$ cat config.mk
export PLATFORM = sky130hd
export DESIGN_NAME = spnl_scan
export DESIGN_NICKNAME = d
export VERILOG_FILES = /design/src/sv/spnl_pkg.sv /design/src/sv/spnl_scan.sv
export SDC_FILE = /design/constraint.sdc
export NUM_CORES = 2
export LEC_CHECK = 0
export BUFFER_PORTS_ARGS = -buffer_cell sky130_fd_sc_hd__buf_4
export CAP_MARGIN = 0
export CORE_ASPECT_RATIO = 0.9
export CORE_MARGIN = 10
export CORE_UTILIZATION = 58
export DETAILED_ROUTE_END_ITERATION = 10
export PLACE_DENSITY = 0.76
export SYNTH_ARGS = -nofsm -noshare
export SYNTH_HDL_FRONTEND = slang
export SYNTH_SLANG_ARGS = --single-unit
$ cat constraint.sdc
create_clock -name clk -period 6.7 [get_ports clk]
set_clock_uncertainty 0.1 [all_clocks]
set_input_delay 1.005 -clock clk [delete_from_list [all_inputs] [get_ports clk]]
set_output_delay 1.005 -clock clk [all_outputs]
set_load 0.005 [all_outputs]
$ cat src/sv/spnl_pkg.sv
// ----------------------------------------------------------------------------
// spnl_pkg
// Shared types and constants for the stopping power nearest-entry lookup.
// ----------------------------------------------------------------------------
`default_nettype none

package spnl_pkg;

  // command codes
  localparam logic CMD_WRITE = 1'b0;
  localparam logic CMD_HIT   = 1'b1;

  // configuration register indexes
  localparam logic REG_ENTRIES_IN_USE = 1'b0;
  localparam logic REG_ROW_WIDTH      = 1'b1;

  localparam int unsigned CFG_DATA_W  = 10;
  localparam logic [8:0]  ROW_WIDTH_RESET = 9'd120;

  // floor(x / 10) = (x * DIV10_RECIP) >> DIV10_SHIFT for any 32-bit x
  localparam logic [31:0] DIV10_RECIP = 32'hCCCC_CCCD;
  localparam int unsigned DIV10_SHIFT = 35;

  typedef struct packed {
    logic        command;
    logic [8:0]  entry_address;
    logic [31:0] energy;
    logic [31:0] stopping_power;
    logic        first_step_in_volume;
    logic        is_proton;
    logic [7:0]  replica_a;
    logic [7:0]  replica_b;
  } in_item_t;

  typedef struct packed {
    logic [15:0] bin_index;
    logic [28:0] let_value;
    logic        found;
  } out_item_t;

  typedef struct packed {
    logic [31:0] energy;
    logic [31:0] power;
  } tbl_entry_t;

  // scan engine result toward the output stage
  typedef struct packed {
    logic        valid;
    logic        found;
    logic [28:0] let_value;
  } scan_res_t;

endpackage

`default_nettype wire

$ cat src/sv/spnl_scan.sv
// ----------------------------------------------------------------------------
// spnl_scan
// Sequencer that walks the table at most once per hit through one shared
// abs-difference/compare unit, then scales the picked power by 1/10.
// ----------------------------------------------------------------------------
`default_nettype none

module spnl_scan #(
  parameter int unsigned ADDR_W      = 9,
  parameter int unsigned CNT_W       = 10
) (
  input  wire logic                clk,
  input  wire logic                rst,
  input  wire logic                start,
  input  wire logic [31:0]         energy,
  input  wire logic [CNT_W-1:0]    count,
  output logic                     busy,
  output logic                     rd_en,
  output logic [ADDR_W-1:0]        rd_addr,
  input  spnl_pkg::tbl_entry_t     rd_data,
  output spnl_pkg::scan_res_t      res,
  input  wire logic                ack
);
  import spnl_pkg::*;

  localparam logic [1:0] ST_IDLE = 2'd0;
  localparam logic [1:0] ST_SCAN = 2'd1;
  localparam logic [1:0] ST_DIV  = 2'd2;
  localparam logic [1:0] ST_DONE = 2'd3;

  logic [1:0]        state;
  logic [31:0]       energy_q;
  logic [CNT_W-1:0]  count_q;
  logic [ADDR_W-1:0] k;
  logic              iss_act;
  logic              k_last;

  // read data stage
  logic              v1;
  logic              first1;
  logic              last1;
  // difference stage
  logic              v2;
  logic              first2;
  logic              last2;
  logic [31:0]       diff2;
  logic [31:0]       pw2;
  // compare stage state
  logic [31:0]       prev_d;
  logic [31:0]       prev_p;
  logic [31:0]       sel_p;

  logic [31:0]       e_diff;
  logic              farther;
  logic [63:0]       prod;
  logic              found_q;
  logic [28:0]       let_q;

  assign k_last  = (CNT_W'(k) == (count_q - CNT_W'(1)));
  assign rd_en   = (state == ST_SCAN) && iss_act;
  assign rd_addr = k;
  assign busy    = (state != ST_IDLE);

  assign e_diff  = (rd_data.energy >= energy_q) ? (rd_data.energy - energy_q)
                                                : (energy_q - rd_data.energy);
  assign farther = v2 && !first2 && (diff2 > prev_d);
  assign prod    = 64'(sel_p) * 64'(DIV10_RECIP);

  assign res.valid     = (state == ST_DONE);
  assign res.found     = found_q;
  assign res.let_value = let_q;

  always_ff @(posedge clk) begin
    if (rst) begin
      state   <= ST_IDLE;
      iss_act <= 1'b0;
      v1      <= 1'b0;
      v2      <= 1'b0;
    end else begin
      v1     <= rd_en;
      first1 <= (k == '0);
      last1  <= k_last;
      v2     <= v1;
      first2 <= first1;
      last2  <= last1;
      diff2  <= e_diff;
      pw2    <= rd_data.power;
      unique case (state)
        ST_IDLE: begin
          if (start) begin
            energy_q <= energy;
            count_q  <= count;
            k        <= '0;
            if ((energy == 32'd0) || (count < CNT_W'(2))) begin
              found_q <= 1'b0;
              let_q   <= '0;
              state   <= ST_DONE;
            end else begin
              iss_act <= 1'b1;
              state   <= ST_SCAN;
            end
          end
        end
        ST_SCAN: begin
          // reads still in flight after a hit drain out before the next scan
          if (farther) begin
            sel_p   <= prev_p;
            iss_act <= 1'b0;
            state   <= ST_DIV;
          end else begin
            if (iss_act) begin
              if (k_last) begin
                iss_act <= 1'b0;
              end else begin
                k <= k + ADDR_W'(1);
              end
            end
            if (v2) begin
              prev_d <= diff2;
              prev_p <= pw2;
              if (last2) begin
                found_q <= 1'b0;
                let_q   <= '0;
                state   <= ST_DONE;
              end
            end
          end
        end
        ST_DIV: begin
          let_q   <= prod[DIV10_SHIFT +: 29];
          found_q <= 1'b1;
          state   <= ST_DONE;
        end
        ST_DONE: begin
          if (ack) begin
            state <= ST_IDLE;
          end
        end
        default: state <= ST_IDLE;
      endcase
    end
  end

`ifndef SYNTH
  a_res_hold: assert property (@(posedge clk) disable iff (rst)
    res.valid && !ack |=> res.valid && $stable(res.let_value) && $stable(res.found))
    else $error("scan result changed before transfer");

  a_no_start_busy: assert property (@(posedge clk) disable iff (rst)
    start |-> !busy)
    else $error("scan started while busy");

  a_found_after_div: assert property (@(posedge clk) disable iff (rst)
    $rose(res.valid) && res.found |-> $past(state) == ST_DIV)
    else $error("found result without scaling step");

  a_read_stage: assert property (@(posedge clk) disable iff (rst)
    v1 |-> $past(rd_en))
    else $error("read stage valid without a table read");
`endif

endmodule

`default_nettype wire

# Word level (Yosys, flattened, before mapping)
# Cells that the tools add are included.
# totals
ff_bits	250
inputBits	110
# op_classes
eq_ne	15
addsub	4
n_mux	31
bitwise	2
n_reduce_logical	18
mul	1
n_lt_le_gt_ge	3
# ops
operator	count
two-way mux 29 bit	5
case mux 29 bit (3 select lines)	1
multiplier 32 x 32 -> 64 bit, second input constant	1
subtractor 32 bit	2
two-way mux 9 bit	4
greater-or-equal comparator 32 bit	1
> comparator 32 bit	1
logical NOT 32 bit	1
two-way mux 32 bit	1
case mux 9 bit (2 select lines)	1
!= test 2 bit, second input constant	8
two-way mux 2 bit	6
equality test 9 x 10 -> 1 bit	1
less-than comparator 10 x 2 -> 1 bit, second input constant	1
two-way mux 1 bit	10
subtractor 10 x 1 -> 10 bit, second input constant	1
adder 9 x 1 -> 9 bit, second input constant	1
logical NOT 9 bit	1
AND reduction 3 bit	3
case mux 2 bit (4 select lines)	1
AND reduction 4 bit	2
AND reduction 7 bit	1
!= test 3 bit, second input constant	2
AND reduction 6 bit	1
other kinds (12)	17

# Logic depth before layout (Yosys ltp)
# logic_depth
word_depth	6
depth_mapped	25
ltp_nobuf	25

# Worst setup path after synthesis
# No wires, ideal clock.
# synth_path
path_type	flip-flop to flip-flop
from	reg sel_p[18]
to	reg let_q[28] (data pin)
n_path_buf	0
arrival_time_ps	6533
required_ps	6341
path_stages_with_launch	25
setup_time_ps	259
period_less_slack_ps	6892
slack_ps	-192
cell_sequence	edfxtp_1 ha_1 inv_1 fa_1 inv_1 fa_1 inv_1 fa_1 inv_1 fa_1 fa_1 fa_1 inv_1 fa_1 inv_1 ha_1 nand4_2 nor4_1 o21ai_1 a2111oi_4 a21oi_2 o31a_1 a31oi_1 o21ai_0 nor3b_1
# synth_between
elab_chain_len	2
# synth_lines
element	line_no	rtl
start: declaration	spnl_scan.sv:51	logic [31:0] sel_p;
start signal: assignment	spnl_scan.sv:107	sel_p <= prev_p;
multiplier 32 x 32 -> 64 bit	spnl_scan.sv:67	assign prod = 64'(sel_p) * 64'(DIV10_RECIP);
case mux 29 bit (3 select lines)	spnl_scan.sv:88	unique case (state)
end signal: assignment	spnl_scan.sv:130	let_q <= prod[DIV10_SHIFT +: 29];
end: declaration	spnl_scan.sv:57	logic [28:0] let_q;
# No other way between the ends.
# A chain may end at the register's enable or synchronous reset.

# Worst setup path after layout
# layout_path
from	reg sel_p[13]
to	reg let_q[28] (data pin)
# Same word-level chain as after synthesis.

==> results.txt <==
The flow ran to the end, but the final reports show violations. The checks that failed: negative setup slack. Sorting the synthesized cells by area gives the leading types as sky130_fd_sc_hd__fa_1 (26%), sky130_fd_sc_hd__edfxtp_1 (25%), sky130_fd_sc_hd__ha_1 (19%). Share of Yosys cell area claimed by the top area cell type: 25.98%.

Among the stages of the critical path, the cell type that occurs most often is sky130_fd_sc_hd__fa_1. For the finished layout, the period the worst path requires is 7.050 ns. The run gives 0.02990 mm² as the post-synthesis instance area. Total global routing overflow: 0. The transition time at the pin with the least slew margin is 1.329 ns, and the maximum number of pins on one net before global-route repair is 71. Maximum clock rate: 141.8 MHz. The post-synthesis cell type with the largest combined area was sky130_fd_sc_hd__fa_1. The share of post-route cells with drive strength above 1 is 22.54%, and the clock-pin slew on the worst setup and hold paths is 0.06 ns. For the final layout net count, the log shows 4,184.

The synthesized design contains 245 enable-type register cells. Largest stage delay on the critical path: 0.62 ns. For this design the static power due to leakage is 17.71 nW.

The total wire length is 83,980 µm. The number of pins exceeding their max-slew limit in the final report is 0, and the number of buffers on the longest clock path is 3. The tools report the count of hold-fix buffers inserted at cts as 0. Including well taps, the total number of placed cells is 3,847.

From synthesis to final layout, the design area changed by 21.24%. The logs give 1,717 for the DRC violation total after the first TritonRoute iteration and 1.038 for the weighted congestion reported at the end of routability-driven placement. Setup violations remaining at the end of the flow were counted as 23.

The tools report the endpoint class of the critical path as a register. Counting both buffers and inverters, the worst setup path holds a total of 6. Synthesis handed over a netlist of 2,778 instances. In this run, synthesis produced a sequential element count of 250.

TritonCTS built the clock tree. In the finished design, the share of the clock period the worst path needs comes to 105.2%. The setup path with the least slack is of type reg2reg. The row count came out at 78. In the layout the commonest cells are sky130_fd_sc_hd__inv_1 (636), sky130_fd_sc_hd__buf_4 (464), sky130_fd_sc_hd__ha_1 (403).

The global-route wire length before repair was 130,200 µm; the total half-perimeter wirelength after legalization and detailed placement was 70,460 µm. For this design the top-level I/O count stands at 152. Most common flop cell mapped by yosys: sky130_fd_sc_hd__edfxtp_1. Data on the critical path arrives at its endpoint at 7.25 ns. The final total negative setup slack is -3.617 ns. The distinct cell type count of the synthesized netlist was 91; the clock sink count was 250. The floorplan step defined a die boundary enclosing 0.06105 mm². The sort of element at the start of the critical path was a register. The clock reaches the later pin of the worst-skew pair after 0.59 ns. The core utilization of the finished layout is 71.44%.

The number of antenna diodes in the final layout is 0. Before antenna repair, the detailed router went through 5 iterations. For the number of CTS-inserted buffers, the log shows 29. Level count of the clock H-tree: 1. The master cell of the clock root buffer was sky130_fd_sc_hd__clkbuf_16. The most common cell after layout, fill and taps aside is sky130_fd_sc_hd__inv_1.

Summing the sequential cell areas from Yosys gives 24.94% of the chip area. Once the floorplan was initialized, standard cells occupied 58.92% of the core. The logs give 241.2 µV for the peak supply drop and 0 for the DRC violations left. Each instance of the synthesized netlist takes up on average 10.76 µm².

The via count was 22,060; the mean number of vias per cell was 5.598. The count of endpoints failing hold in the final timing report was 0. The run gives 23,540 as the via count of the first global-routing pass. Of all nets on the critical path, the largest fanout is 4. After floorplanning, the core was sized to cover 0.05075 mm². The die is 235.4 µm tall.

For the slack of the critical path, the log shows -0.3503 ns. The die is 259.3 µm wide. The worst hold path belongs to the class reg2reg.

The cell type group with the largest total delay on the critical path was adder cells. The Yosys step of the flow raised 0 warnings. The signal on the critical path passes through ha_4, buf_4, buf_6, ha_4, fa_1, inv_2, fa_2, inv_2, fa_1, fa_1, fa_1, fa_1, ha_4, buf_6, nand2_1, o22ai_2, a2111oi_4, buf_4, a2111oi_4, a21oi_2, o31a_1, a31oi_4, o21ai_1, nor3b_2. The tools report the remaining antenna violation count after routing as 0.

Input and output buffers added on the ports amount to 151. Setup repair after global routing could not meet its margin everywhere. The non-filler instance count after layout was 3,941; the routed wire length per instance was 21.31 µm. For the worst setup path, the data required time is 6.90 ns. Across the run, the number of max-cap violations was 0. After synthesis, the share of flip-flops with an asynchronous set or reset is 0%. The slowest stage of the critical path belongs to the cell sky130_fd_sc_hd__fa_2. The power density normalized to cell area was 165.2 mW/mm².

When the netlist entered floorplanning its net count stood at 3,724. Global routing used 27.16% of the available tracks across all layers. In this run the tightest slew margin relative to its limit is 10.85%.

The tools report the initial antenna violation count as 0.
==> power breakdown <==
group	internal (mW)	switching, mW
clock	0.894	0.676
combinational	1.07	1.28
sequential	1.96	0.111
total	3.93	2.06
==> state kept, by name, summed over array words and instances, names as in the netlist, 2 cells and up <==
signal,flops
count_q,10
prev_d,32
state,2
diff2,32
pw2,32
energy_q,32
let_q,29
rd_addr,9
prev_p,32
sel_p,32
==> Yosys cell counts (8+ instances only) <==
cell type,number
sky130_fd_sc_hd__inv_1,661
sky130_fd_sc_hd__ha_1,448
sky130_fd_sc_hd__fa_1,388
sky130_fd_sc_hd__edfxtp_1,245
sky130_fd_sc_hd__a21oi_1,125
sky130_fd_sc_hd__a21o_1,108
sky130_fd_sc_hd__nand2_1,84
sky130_fd_sc_hd__nor2_1,81
sky130_fd_sc_hd__o21ai_0,62
sky130_fd_sc_hd__xnor2_1,61
sky130_fd_sc_hd__xor2_1,56
sky130_fd_sc_hd__clkbuf_1,41
sky130_fd_sc_hd__nand4_1,32
sky130_fd_sc_hd__nor3_1,27
sky130_fd_sc_hd__a31oi_1,24
sky130_fd_sc_hd__nand3_1,23
sky130_fd_sc_hd__o21a_1,20
sky130_fd_sc_hd__mux2i_1,19
sky130_fd_sc_hd__a211oi_1,16
sky130_fd_sc_hd__and2_1,15
sky130_fd_sc_hd__o21ai_1,15
sky130_fd_sc_hd__and3_1,14
sky130_fd_sc_hd__nor2b_1,14
sky130_fd_sc_hd__nor4_1,14
sky130_fd_sc_hd__o211ai_1,14
sky130_fd_sc_hd__o21bai_1,14
sky130_fd_sc_hd__or3_1,13
sky130_fd_sc_hd__nand2b_1,11
sky130_fd_sc_hd__o31ai_1,8
==> through the flow <==
stage | instance area, µm² | setup slack [ns] | hold WS [ns] | power [mW]
after global placement | 33910 | -0.2453 | 0.3021 | 4.068
final | 36250 | -0.3503 | 0.3090 | 5.990
after detailed placement | 33910 | -0.4485 | 0.3045 | 4.141
after CTS | 35550 | -0.2238 | 0.3036 | 5.849
after floorplan | 29980 | -0.02440 | 0.3003 | 3.416
after global routing | 36250 | -0.5444 | 0.3066 | 6.343
==> path summary, 6_finish.rpt <==
path                     end  slack (ns)      start  depth (start not counted)
setup / recovery   let_q[28]       -0.35  sel_p[13]                         24
hold reg to reg   prev_p[20]        0.31    pw2[20]                          0
setup reg to reg   let_q[28]       -0.35  sel_p[13]                         24
hold / removal    prev_p[20]        0.31    pw2[20]                          0
==> kinds of logic (layout without fill, tap and decap cells) <==
group | after synthesis | in the layout | synth area share (%)
compound gates | 477 | 477 | 10.82
xor+xnor | 117 | 117 | 3.427
fa+ha+maj | 836 | 836 | 44.72
buf+inv | 718 | 1201 | 9.235
flops | 250 | 250 | 24.94
mux | 23 | 23 | 0.7866
simple gates | 357 | 357 | 6.071
==> area by class of cell <==
type                    count  area (µm²)
clock buffers              34       754.5
clock inverters            20       187.7
fillers                  3681       14500
inverters                 662        2490
multi-input cells        1810       20790
flip-flops and latches    250        7457
well taps                 680       850.8
repair buffers            485        3720
==> metal layers <==
layer	vias to the layer above	part of all wire, %	global-route usage [%]
met5	-	0	0
met4	0	3.3	7.927
met3	160	7.9	4.539
met2	875	48	44.47
met1	10900	41	36.56
li1	10130	-	-
==> what timing repair did <==
action	4_1_cts	5_1_grt
endpoints found under the setup margin	27	29
pin swaps	43	74
resized for setup	102	123
buffers inserted	23	21
No activity file was read; power rests on OpenSTA's default activity.
